File: src/hw/rtl/sks_pkg.sv
// Shared types and constants for the sorted key set.
package sks_pkg;

   localparam int KEY_W        = 32;
   localparam int FUNC_W       = 2;
   localparam int COUNT_W      = 5;
   localparam int CAPACITY_DEF = 16;

   localparam logic [FUNC_W-1:0] FUNC_INSERT = 2'd0;
   localparam logic [FUNC_W-1:0] FUNC_REMOVE = 2'd1;
   localparam logic [FUNC_W-1:0] FUNC_TEST   = 2'd2;

   // What the token moving down the row is doing at the cell it reaches.
   typedef enum logic [2:0] {
      MODE_INSERT,
      MODE_FULL,
      MODE_SHIFT,
      MODE_REMOVE,
      MODE_PULL,
      MODE_TEST,
      MODE_DONE
   } mode_type;

   typedef struct packed {
      logic             valid;
      mode_type         mode;
      logic [KEY_W-1:0] key;
      logic             ok;
      logic             full;
   } token_type;

   typedef struct packed {
      logic               ok;
      logic               full;
      logic [COUNT_W-1:0] count;
   } result_type;

endpackage

File: src/hw/rtl/sks_cell.sv
// One slot of the sorted row: holds a key and acts on the token passing through.
module sks_cell import sks_pkg::*; #(
   parameter int CAPACITY = CAPACITY_DEF,
   parameter int INDEX    = 0
) (
   input  logic                               clock,
   input  logic                               reset,
   input  token_type                          tok_in,
   input  logic [KEY_W-1:0]                   nb_key,
   input  logic [$clog2(CAPACITY+1)-1:0]      occ,
   output logic [KEY_W-1:0]                   key_out,
   output token_type                          tok_out
);

   localparam int OCC_W = $clog2(CAPACITY+1);
   localparam logic [OCC_W-1:0] IDX      = OCC_W'(INDEX);
   localparam logic [OCC_W-1:0] NEXT_IDX = OCC_W'(INDEX + 1);

   logic [KEY_W-1:0] key_ff, key_in;
   token_type        tok_ff, tok_in_nx;
   logic             used, last_used, lt, eq;

   assign used      = IDX < occ;
   assign last_used = NEXT_IDX >= occ;
   assign lt        = used && ($signed(key_ff) < $signed(tok_in.key));
   assign eq        = used && (key_ff == tok_in.key);

   always_comb begin
      key_in    = key_ff;
      tok_in_nx = tok_in;
      if (tok_in.valid) begin
         case (tok_in.mode)
            MODE_INSERT: begin
               if (eq) begin
                  tok_in_nx.mode = MODE_DONE;
               end else if (!lt) begin
                  // take the new key, push the displaced one rightward
                  key_in = tok_in.key;
                  if (used) begin
                     tok_in_nx.mode = MODE_SHIFT;
                     tok_in_nx.key  = key_ff;
                  end else begin
                     tok_in_nx.mode = MODE_DONE;
                     tok_in_nx.ok   = 1'b1;
                  end
               end
            end
            MODE_SHIFT: begin
               key_in = tok_in.key;
               if (used) begin
                  tok_in_nx.key = key_ff;
               end else begin
                  tok_in_nx.mode = MODE_DONE;
                  tok_in_nx.ok   = 1'b1;
               end
            end
            MODE_REMOVE: begin
               if (eq) begin
                  key_in = nb_key;
                  tok_in_nx.ok = 1'b1;
                  tok_in_nx.mode = last_used ? MODE_DONE : MODE_PULL;
               end else if (!lt) begin
                  tok_in_nx.mode = MODE_DONE;
               end
            end
            MODE_PULL: begin
               // close the gap: copy from the right neighbor
               key_in = nb_key;
               if (last_used) begin
                  tok_in_nx.mode = MODE_DONE;
               end
            end
            MODE_TEST: begin
               if (eq) begin
                  tok_in_nx.mode = MODE_DONE;
                  tok_in_nx.ok   = 1'b1;
               end else if (!lt) begin
                  tok_in_nx.mode = MODE_DONE;
               end
            end
            MODE_FULL: begin
               if (eq) begin
                  tok_in_nx.mode = MODE_DONE;
               end else if (!lt) begin
                  tok_in_nx.mode = MODE_DONE;
                  tok_in_nx.full = 1'b1;
               end
            end
            MODE_DONE: begin
               tok_in_nx = tok_in;
            end
            default: begin
               tok_in_nx = tok_in;
            end
         endcase
      end
   end

   always_ff @(posedge clock) begin
      key_ff <= key_in;
      if (reset) begin
         tok_ff <= '0;
      end else begin
         tok_ff <= tok_in_nx;
      end
   end

   assign key_out = key_ff;
   assign tok_out = tok_ff;

endmodule

File: src/hw/rtl/sks_rsp_buf.sv
// Two-entry result buffer: output register plus a skid slot.
module sks_rsp_buf import sks_pkg::*; (
   input  logic       clock,
   input  logic       reset,
   input  logic       push,
   input  result_type push_data,
   input  logic       out_ready,
   output logic       out_valid,
   output result_type out_data,
   output logic       room
);

   logic       out_valid_ff, out_valid_in;
   logic       skid_valid_ff, skid_valid_in;
   result_type out_data_ff, out_data_in;
   result_type skid_data_ff, skid_data_in;
   logic       pop;

   assign pop = out_valid_ff && out_ready;

   always_comb begin
      out_valid_in  = out_valid_ff;
      out_data_in   = out_data_ff;
      skid_valid_in = skid_valid_ff;
      skid_data_in  = skid_data_ff;
      if (out_valid_ff && !pop) begin
         // hold the output word, park a new one in the skid slot
         if (push) begin
            skid_valid_in = 1'b1;
            skid_data_in  = push_data;
         end
      end else if (skid_valid_ff) begin
         out_valid_in  = 1'b1;
         out_data_in   = skid_data_ff;
         skid_valid_in = push;
         skid_data_in  = push_data;
      end else begin
         out_valid_in = push;
         out_data_in  = push_data;
      end
   end

   always_ff @(posedge clock) begin
      out_data_ff  <= out_data_in;
      skid_data_ff <= skid_data_in;
      if (reset) begin
         out_valid_ff  <= 1'b0;
         skid_valid_ff <= 1'b0;
      end else begin
         out_valid_ff  <= out_valid_in;
         skid_valid_ff <= skid_valid_in;
      end
   end

   assign out_valid = out_valid_ff;
   assign out_data  = out_data_ff;
   assign room      = !skid_valid_ff;

endmodule

File: src/hw/rtl/sorted_key_set.sv
// Sorted key set: ascending row of signed keys with insert, remove and test.
//
// Input channel req_*: one word per operation. req_tuser carries the
// operation (insert, remove, membership test), req_tdata the signed key.
// Result channel rsp_*: one word per operation with ok, table_full and the
// number of keys held afterwards.
// Keys sit in a row of CAPACITY cells in ascending order. An operation
// enters the row as a token and moves one cell per cycle, comparing,
// shifting keys right (insert) or pulling them left (remove) on its way.
// An operation passes through every cell of the row, then the result buffer,
// before rsp_tvalid; one operation is in the row at a time, so a new one
// is accepted only after the last has left the row.
// Reset empties the set at once; no sweep is needed.
// A result waits in an output register with one skid slot behind it, so a
// new operation is accepted while a result waits; req_tready stays low
// while an operation is in the row or the skid slot is occupied.
module sorted_key_set import sks_pkg::*; #(
   parameter int CAPACITY = CAPACITY_DEF
) (
   input  logic              clock,
   input  logic              reset,
   input  logic              req_tvalid,
   output logic              req_tready,
   input  logic [KEY_W-1:0]  req_tdata,   // [31:0] key
   input  logic [FUNC_W-1:0] req_tuser,   // [1:0] func
   output logic              rsp_tvalid,
   input  logic              rsp_tready,
   output logic [7:0]        rsp_tdata    // [0] ok, [1] table_full, [6:2] entry_count
);

   localparam int OCC_W = $clog2(CAPACITY+1);

   logic              busy_ff, busy_in;
   logic [OCC_W-1:0]  occ_ff, occ_in;
   logic [FUNC_W-1:0] func_ff;
   logic              accept, room;
   token_type         tok_head;
   token_type         tok_chain [CAPACITY+1];
   logic [KEY_W-1:0]  key_row [CAPACITY];
   token_type         exit_tok;
   result_type        result, rsp_data;

   assign accept     = req_tvalid && req_tready;
   assign req_tready = !busy_ff && room;

   always_comb begin
      tok_head.valid = accept;
      tok_head.key   = req_tdata;
      tok_head.ok    = 1'b0;
      tok_head.full  = 1'b0;
      case (req_tuser)
         FUNC_INSERT: begin
            tok_head.mode = (occ_ff == OCC_W'(CAPACITY)) ? MODE_FULL : MODE_INSERT;
         end
         FUNC_REMOVE: tok_head.mode = MODE_REMOVE;
         FUNC_TEST:   tok_head.mode = MODE_TEST;
         default:     tok_head.mode = MODE_DONE;
      endcase
   end

   assign tok_chain[0] = tok_head;

   for (genvar i = 0; i < CAPACITY; i++) begin : g_cell
      logic [KEY_W-1:0] nb_key;
      if (i == CAPACITY - 1) begin : g_last
         assign nb_key = key_row[i];
      end else begin : g_mid
         assign nb_key = key_row[i+1];
      end
      sks_cell #(
         .CAPACITY (CAPACITY),
         .INDEX    (i)
      ) u_cell (
         .clock   (clock),
         .reset   (reset),
         .tok_in  (tok_chain[i]),
         .nb_key  (nb_key),
         .occ     (occ_ff),
         .key_out (key_row[i]),
         .tok_out (tok_chain[i+1])
      );
   end

   assign exit_tok = tok_chain[CAPACITY];

   always_comb begin
      occ_in = occ_ff;
      if (exit_tok.valid && exit_tok.ok) begin
         if (func_ff == FUNC_INSERT) begin
            occ_in = occ_ff + OCC_W'(1);
         end else if (func_ff == FUNC_REMOVE) begin
            occ_in = occ_ff - OCC_W'(1);
         end
      end
      busy_in = busy_ff;
      if (accept) begin
         busy_in = 1'b1;
      end else if (exit_tok.valid) begin
         busy_in = 1'b0;
      end
      result.ok    = exit_tok.ok;
      // a full-table insert that ran past every key was refused
      result.full  = exit_tok.full || (exit_tok.mode == MODE_FULL);
      result.count = COUNT_W'(occ_in);
   end

   always_ff @(posedge clock) begin
      if (accept) begin
         func_ff <= req_tuser;
      end
      if (reset) begin
         busy_ff <= 1'b0;
         occ_ff  <= '0;
      end else begin
         busy_ff <= busy_in;
         occ_ff  <= occ_in;
      end
   end

   sks_rsp_buf u_rsp_buf (
      .clock     (clock),
      .reset     (reset),
      .push      (exit_tok.valid),
      .push_data (result),
      .out_ready (rsp_tready),
      .out_valid (rsp_tvalid),
      .out_data  (rsp_data),
      .room      (room)
   );

   assign rsp_tdata = {1'b0, rsp_data.count, rsp_data.full, rsp_data.ok};

endmodule

File: config.mk
export PLATFORM = sky130hd
export DESIGN_NAME = sorted_key_set
export DESIGN_NICKNAME = d
export VERILOG_FILES = /design/src/hw/rtl/sks_pkg.sv /design/src/hw/rtl/sks_cell.sv /design/src/hw/rtl/sks_rsp_buf.sv /design/src/hw/rtl/sorted_key_set.sv
export SDC_FILE = /design/constraint.sdc
export NUM_CORES = 2
export LEC_CHECK = 0
export ABC_AREA = 1
export BUFFER_PORTS_ARGS = -buffer_cell sky130_fd_sc_hd__buf_4
export CORE_MARGIN = 1
export CORE_UTILIZATION = 55
export DETAILED_ROUTE_END_ITERATION = 12
export GPL_TIMING_DRIVEN = 0
export PLACE_DENSITY = 0.81
export RECOVER_POWER = 25
export SLEW_MARGIN = 20
export SYNTH_ARGS = -nofsm -noshare
export SYNTH_HDL_FRONTEND = slang
export SYNTH_HIERARCHICAL = 1
export SYNTH_SLANG_ARGS = --single-unit
File: constraint.sdc
create_clock -name clock -period 7.7 [get_ports clock]
set_clock_uncertainty 0.05 [all_clocks]
set_input_delay 0.385 -clock clock [delete_from_list [all_inputs] [get_ports clock]]
set_output_delay 0.385 -clock clock [all_outputs]
set_load 0.005 [all_outputs]
# Word-level counts from Yosys, hierarchy flattened
# Index checks and enable logic that the tools add are counted.
# word_totals
regBits	1112
# op_classes
addsub	2
magnitude_cmp	48
eq_ne	149
muxes	398
n_bitwise	2
n_reduce_logical	128
# op_table
op	n
$mux 32	63
$pmux 32 s4	15
$pmux 32 s2	17
$mux 38	16
$mux 36	16
$mux 33	16
$eq 32x32->1	16
$lt 32x32->1	16
$mux 3	112
$pmux 3 s5	16
$eq 3x2->1 const B	32
$eq 3x3->1 const B	32
$mux 1	87
$reduce_and 5->1	15
$ne 2x2->1 const B	33
$reduce_or 2->1	33
$reduce_bool 4->1	15
$eq 3x1->1 const B	17
$logic_not 3->1	16
$pmux 1 s3	16
$ge 4x5->1 const A	8
$lt 4x5->1 const A	8
$logic_and 1x1->1	37
$mux 2	16
other kinds (24)	59

# Depth between registers and ports, before layout
# depth
ltp_word	7
depth_mapped	23

# Cells and area by module
# Netlist, hierarchy kept.
# by_module_without_submodules
mod	instances	cells_per_inst	area_per_inst_um2	seq_area_each_um2
sks_cell (g_cell[12].u_cell)	1	766	5086.1	1721.7
sks_cell (g_cell[4].u_cell)	1	734	5064.9	1721.7
sks_cell (g_cell[2].u_cell)	1	742	5052.3	1721.7
sks_cell (g_cell[15].u_cell)	1	727	5043.6	1721.7
sks_cell (g_cell[5].u_cell)	1	744	5034.8	1721.7
sks_cell (g_cell[14].u_cell)	1	744	5019.8	1721.7
sks_cell (g_cell[0].u_cell)	1	750	4997.3	1721.7
sks_cell (g_cell[3].u_cell)	1	745	4984.8	1721.7
sks_cell (g_cell[8].u_cell)	1	748	4972.3	1721.7
sks_cell (g_cell[6].u_cell)	1	738	4969.8	1721.7
sks_cell (g_cell[10].u_cell)	1	728	4958.5	1721.7
sks_cell (g_cell[9].u_cell)	1	737	4954.8	1721.7
sks_cell (g_cell[1].u_cell)	1	732	4951.0	1721.7
sks_cell (g_cell[11].u_cell)	1	727	4916.0	1721.7
4 more rows	--	--	--	--

# Worst setup path before layout
# No wires, ideal clock.
# synth_timing
kind	register to register
startpoint	register occ_ff[4]
endpoint	register g_cell[6].u_cell.key_ff[0], enable pin
arrival_time_ns	4.286
required_time_ns	7.176
setup_slack_ns	2.889
path_stages_with_launch	7
cell_sequence	dfxtp_1 > nor2_1 > nand2_1 > buf_2 > clkbuf_1 > nand4_1 > a221oi_1
# synth_via
elab_chain_cells	4
# synth_lines
item	line	text
start, declared	sorted_key_set.sv:34	logic [OCC_W-1:0] occ_ff, occ_in;
start signal, assigned	sorted_key_set.sv:116	occ_ff <= occ_in;
$lt 3x5->1 *	sks_cell.sv:23	assign used = IDX < occ;
$logic_and 1x1->1, on equally long branches	sks_cell.sv:26, sks_cell.sv:25	
$ne 2x1->1 (no source line) or $ne 2x2->1 (tied branches)	--	
$reduce_and 5->1 (no source line) *	--	
end signal, assigned	sks_cell.sv:100	key_ff <= key_in;
end, declared	sks_cell.sv:19	logic [KEY_W-1:0] key_ff, key_in;
# Every way passes the cells marked *; elsewhere a longest branch is shown, timed or not.
# A chain may end at the register's enable or synchronous reset.

# Worst setup path in the final report
# layout_timing
startpoint	register occ_ff[1]
endpoint	register g_cell[5].u_cell.key_ff[16], enable pin
# layout_via
elab_chain_cells	4
# layout_lines
item	line
$lt 3x5->1 *	sks_cell.sv:23
$logic_and 1x1->1, on equally long branches	sks_cell.sv:26, sks_cell.sv:25
$ne 2x1->1 (no source line) or $ne 2x2->1 (tied branches)	--
$reduce_and 5->1 (no source line) *	--
end signal, assigned	sks_cell.sv:100
end, declared	sks_cell.sv:19
# Marked as above.

==> key figures <==
Layout
  – Area delta synth->final: 10.6%
  – Seq. cell area: 0.0276 sq mm
  – Filler cells: 13000
  – Final Cell Area: 0.0870 sq mm
  – Area of the multi-input gates: 0.0432 sq mm
  – # diodes: 0
  – Final nets: 12300
  – Share of cells above drive strength 1: 6.39%

Synthesis
  – Synthesis warning total: 6
  – Syn Area/Cell: 6.81 sq um
  – Cells after Synth: 11500
  – Post-Syn Area: 0.0786 sq mm

Timing
  – Final slew viol count: 60
  – Final setup vio count: 0
  – Final Hold Viols: 0
  – Worst-Margin Slew: 4.26 ns
  – Min cycle time layout: 5.19 ns
  – Slew margin rel.: -184%
  – Fmax: 193 MHz
  – Final period utilization: 67.4%
  – RSZ-0062 raised after global routing: no

Worst setup path
  – CP Capture Type: register
  – Worst EP required: 8.13 ns
  – Reg2Reg Depth: 8
  – Startpoint types: register
  – RR Startpoint: occ_ff[1]
  – Critical path peak fanout: 17
  – Worst R2R Setup Slack: 2.51 ns
  – WP data arrival: 5.62 ns
  – RR Endpoint: g_cell[5].u_cell/key_out[16]
  – Kind of critical path: register to register

Clocking
  – Root Buffer: clkbuf_16
  – TritonCTS clock tree: built
  – CTS Buf Count: 130
  – Worst skew pair latency: 0.79 ns
  – Clock Tree Buf Depth: 3
  – H-tree Lvls: 4
  – Reg clk slew, reported paths: 0.06 ns
  – Post-CTS Resized: 0
  – Hold_buf cts: 36
  – Clk sinks: 1112
  – Postcts setup bufs: 0

Outcome
  – Failing checks: capacitance limit, slew limit
  – Status: finished with violations

Floorplanning
  – Placement Rows: 138
  – Die height: 380 microns
  – Initial Util: 55.5%
  – Ports: 48
  – Core ar.: 0.142 sq mm
  – Die area: 0.144 sq mm
  – Die W: 380 microns

Route
  – Via-to-Cell Ratio: 5.94
  – Via count: 81900
  – DR WL/cell: 19.8 microns
  – Drt pass-1 iters: 7
  – Drt initial violations: 11800
  – Drt total wl: 273000 microns
  – DR DRC count: 0
  – Antenna Violating Nets Remaining: 0

Place
  – Hpwl dp: 207000 microns
  – Placed Area: 0.0821 sq mm
  – Gpl congestion: 0.999
  – PortBufs: 46

Worst hold path
  – Hold path startpoint: req_tdata[14]
  – Min-Delay Endpoint: g_cell[0].u_cell/tok_out[16]
  – Hold Crit Depth: 4
  – HP Class: input port to register

GRT
  – First-pass GRT wire length: 422000 microns
  – Antenna violations before repair: 4
  – Gr usage total: 36.5%
  – Vias in the first global route: 75500
  – Largest net degree at the start of global routing: 42
  – Total grt overflow: 0

Pwr
  – Leakage: 38.7 nW
  – Peak VDD IR: 0.000186 V
  – Power consumption: 14.1 mW
  – PD cells: 162 mW/mm^2

Run
  – Max Cap Violations: 2
==> sequential cells by signal (all words and copies together), names as in the netlist <==
register                 flops
busy_ff                      1
func_ff                      2
g_cell.u_cell/key_out      512
g_cell.u_cell/tok_out      576
occ_ff                       5
u_rsp_buf/out_data           7
u_rsp_buf/out_valid          1
u_rsp_buf/skid_data_ff       7
u_rsp_buf/skid_valid_ff      1
==> layer usage <==
metal	share of wire, %	GRT usage (%)	vias to the layer above
li1	-	-	38000
met1	41	51.5	37900
met2	43	55.3	5239
met3	12	6.55	765
met4	3.9	13.9	8
met5	0.018	0	-
==> area by class of cell <==
cell class / count / share of cell area [%]
inverters: 1404 / 6.06
clock buffers: 180 / 4.31
clock inverters: 61 / 0.905
well taps: 1890 / 2.72
plain buffers: 592 / 3.22
flip-flops and latches: 1112 / 31.7
repair buffers: 112 / 1.44
multi-input cells: 8440 / 49.7
==> placed cells by master (no fill, tap or decap), types with 22 or more instances in the layout <==
cell type         n
nand2_1        4338
inv_1          1371
o21ai_0        1186
a21oi_1         690
dfxtp_1         580
edfxtp_1        528
ha_1            518
clkbuf_1        422
nand3_1         342
nor2_1          307
nand3b_1        236
o211ai_1        164
clkbuf_16       138
buf_2           116
or2_2            74
o21ai_1          61
nand4_1          58
buf_6            56
buf_4            52
nor3_1           43
o21a_1           42
dlygate4sd3_1    36
nand2_2          34
nor2_2           29
a21oi_2          27
a221o_1          27
or2_1            24
inv_2            22
==> worst max path at each step <==
stage,from,endpoint,cells after the start
after floorplan,g_cell[6].u_cell/key_out[31],g_cell[6].u_cell/key_out[0],11
after global placement,occ_ff[3],g_cell[6].u_cell/key_out[14],6
after detailed placement,occ_ff[3],g_cell[3].u_cell/key_out[16],11
after CTS,occ_ff[3],g_cell[3].u_cell/key_out[12],11
after global routing,occ_ff[1],g_cell[5].u_cell/key_out[16],8
final,occ_ff[1],g_cell[5].u_cell/key_out[16],8
==> per-stage QoR <==
step / setup slack [ns] / util (%) / hold WS [ns] / setup TNS, ns / cells
2_1_floorplan: 2.89 / - / 0.356 / 0 / 11500
3_3_place_gp: -0.747 / 57.4 / 0.401 / -23.81 / 13500
3_5_place_dp: 3.59 / 57.9 / 0.397 / 0 / 13500
4_1_cts: 3.58 / 61.4 / 0.144 / 0 / 13800
5_1_grt: 2.40 / 61.3 / 0.382 / 0 / 13800
6_report: 2.51 / 61.3 / 0.382 / 0 / 13800
==> where the power goes <==
group | internal, mW | switching [mW] | total (mW)
clock network | 3.91 | 2.68 | 6.59
registers | 6.28 | 0.0837 | 6.36
logic | 0.359 | 0.800 | 1.16
total | 10.5 | 3.57 | 14.1
==> worst max-delay path: stages, from the launching register on <==
cell and delay [ns]:
dfxtp_1 0.73, clkbuf_1 1.21, nand2_1 0.17, nand2_1 0.35, clkbuf_1 0.51, clkbuf_1 0.45, nand4_1 0.39, a221oi_4 0.71
buf_6 0.28
(Power assumes the default switching activity.)
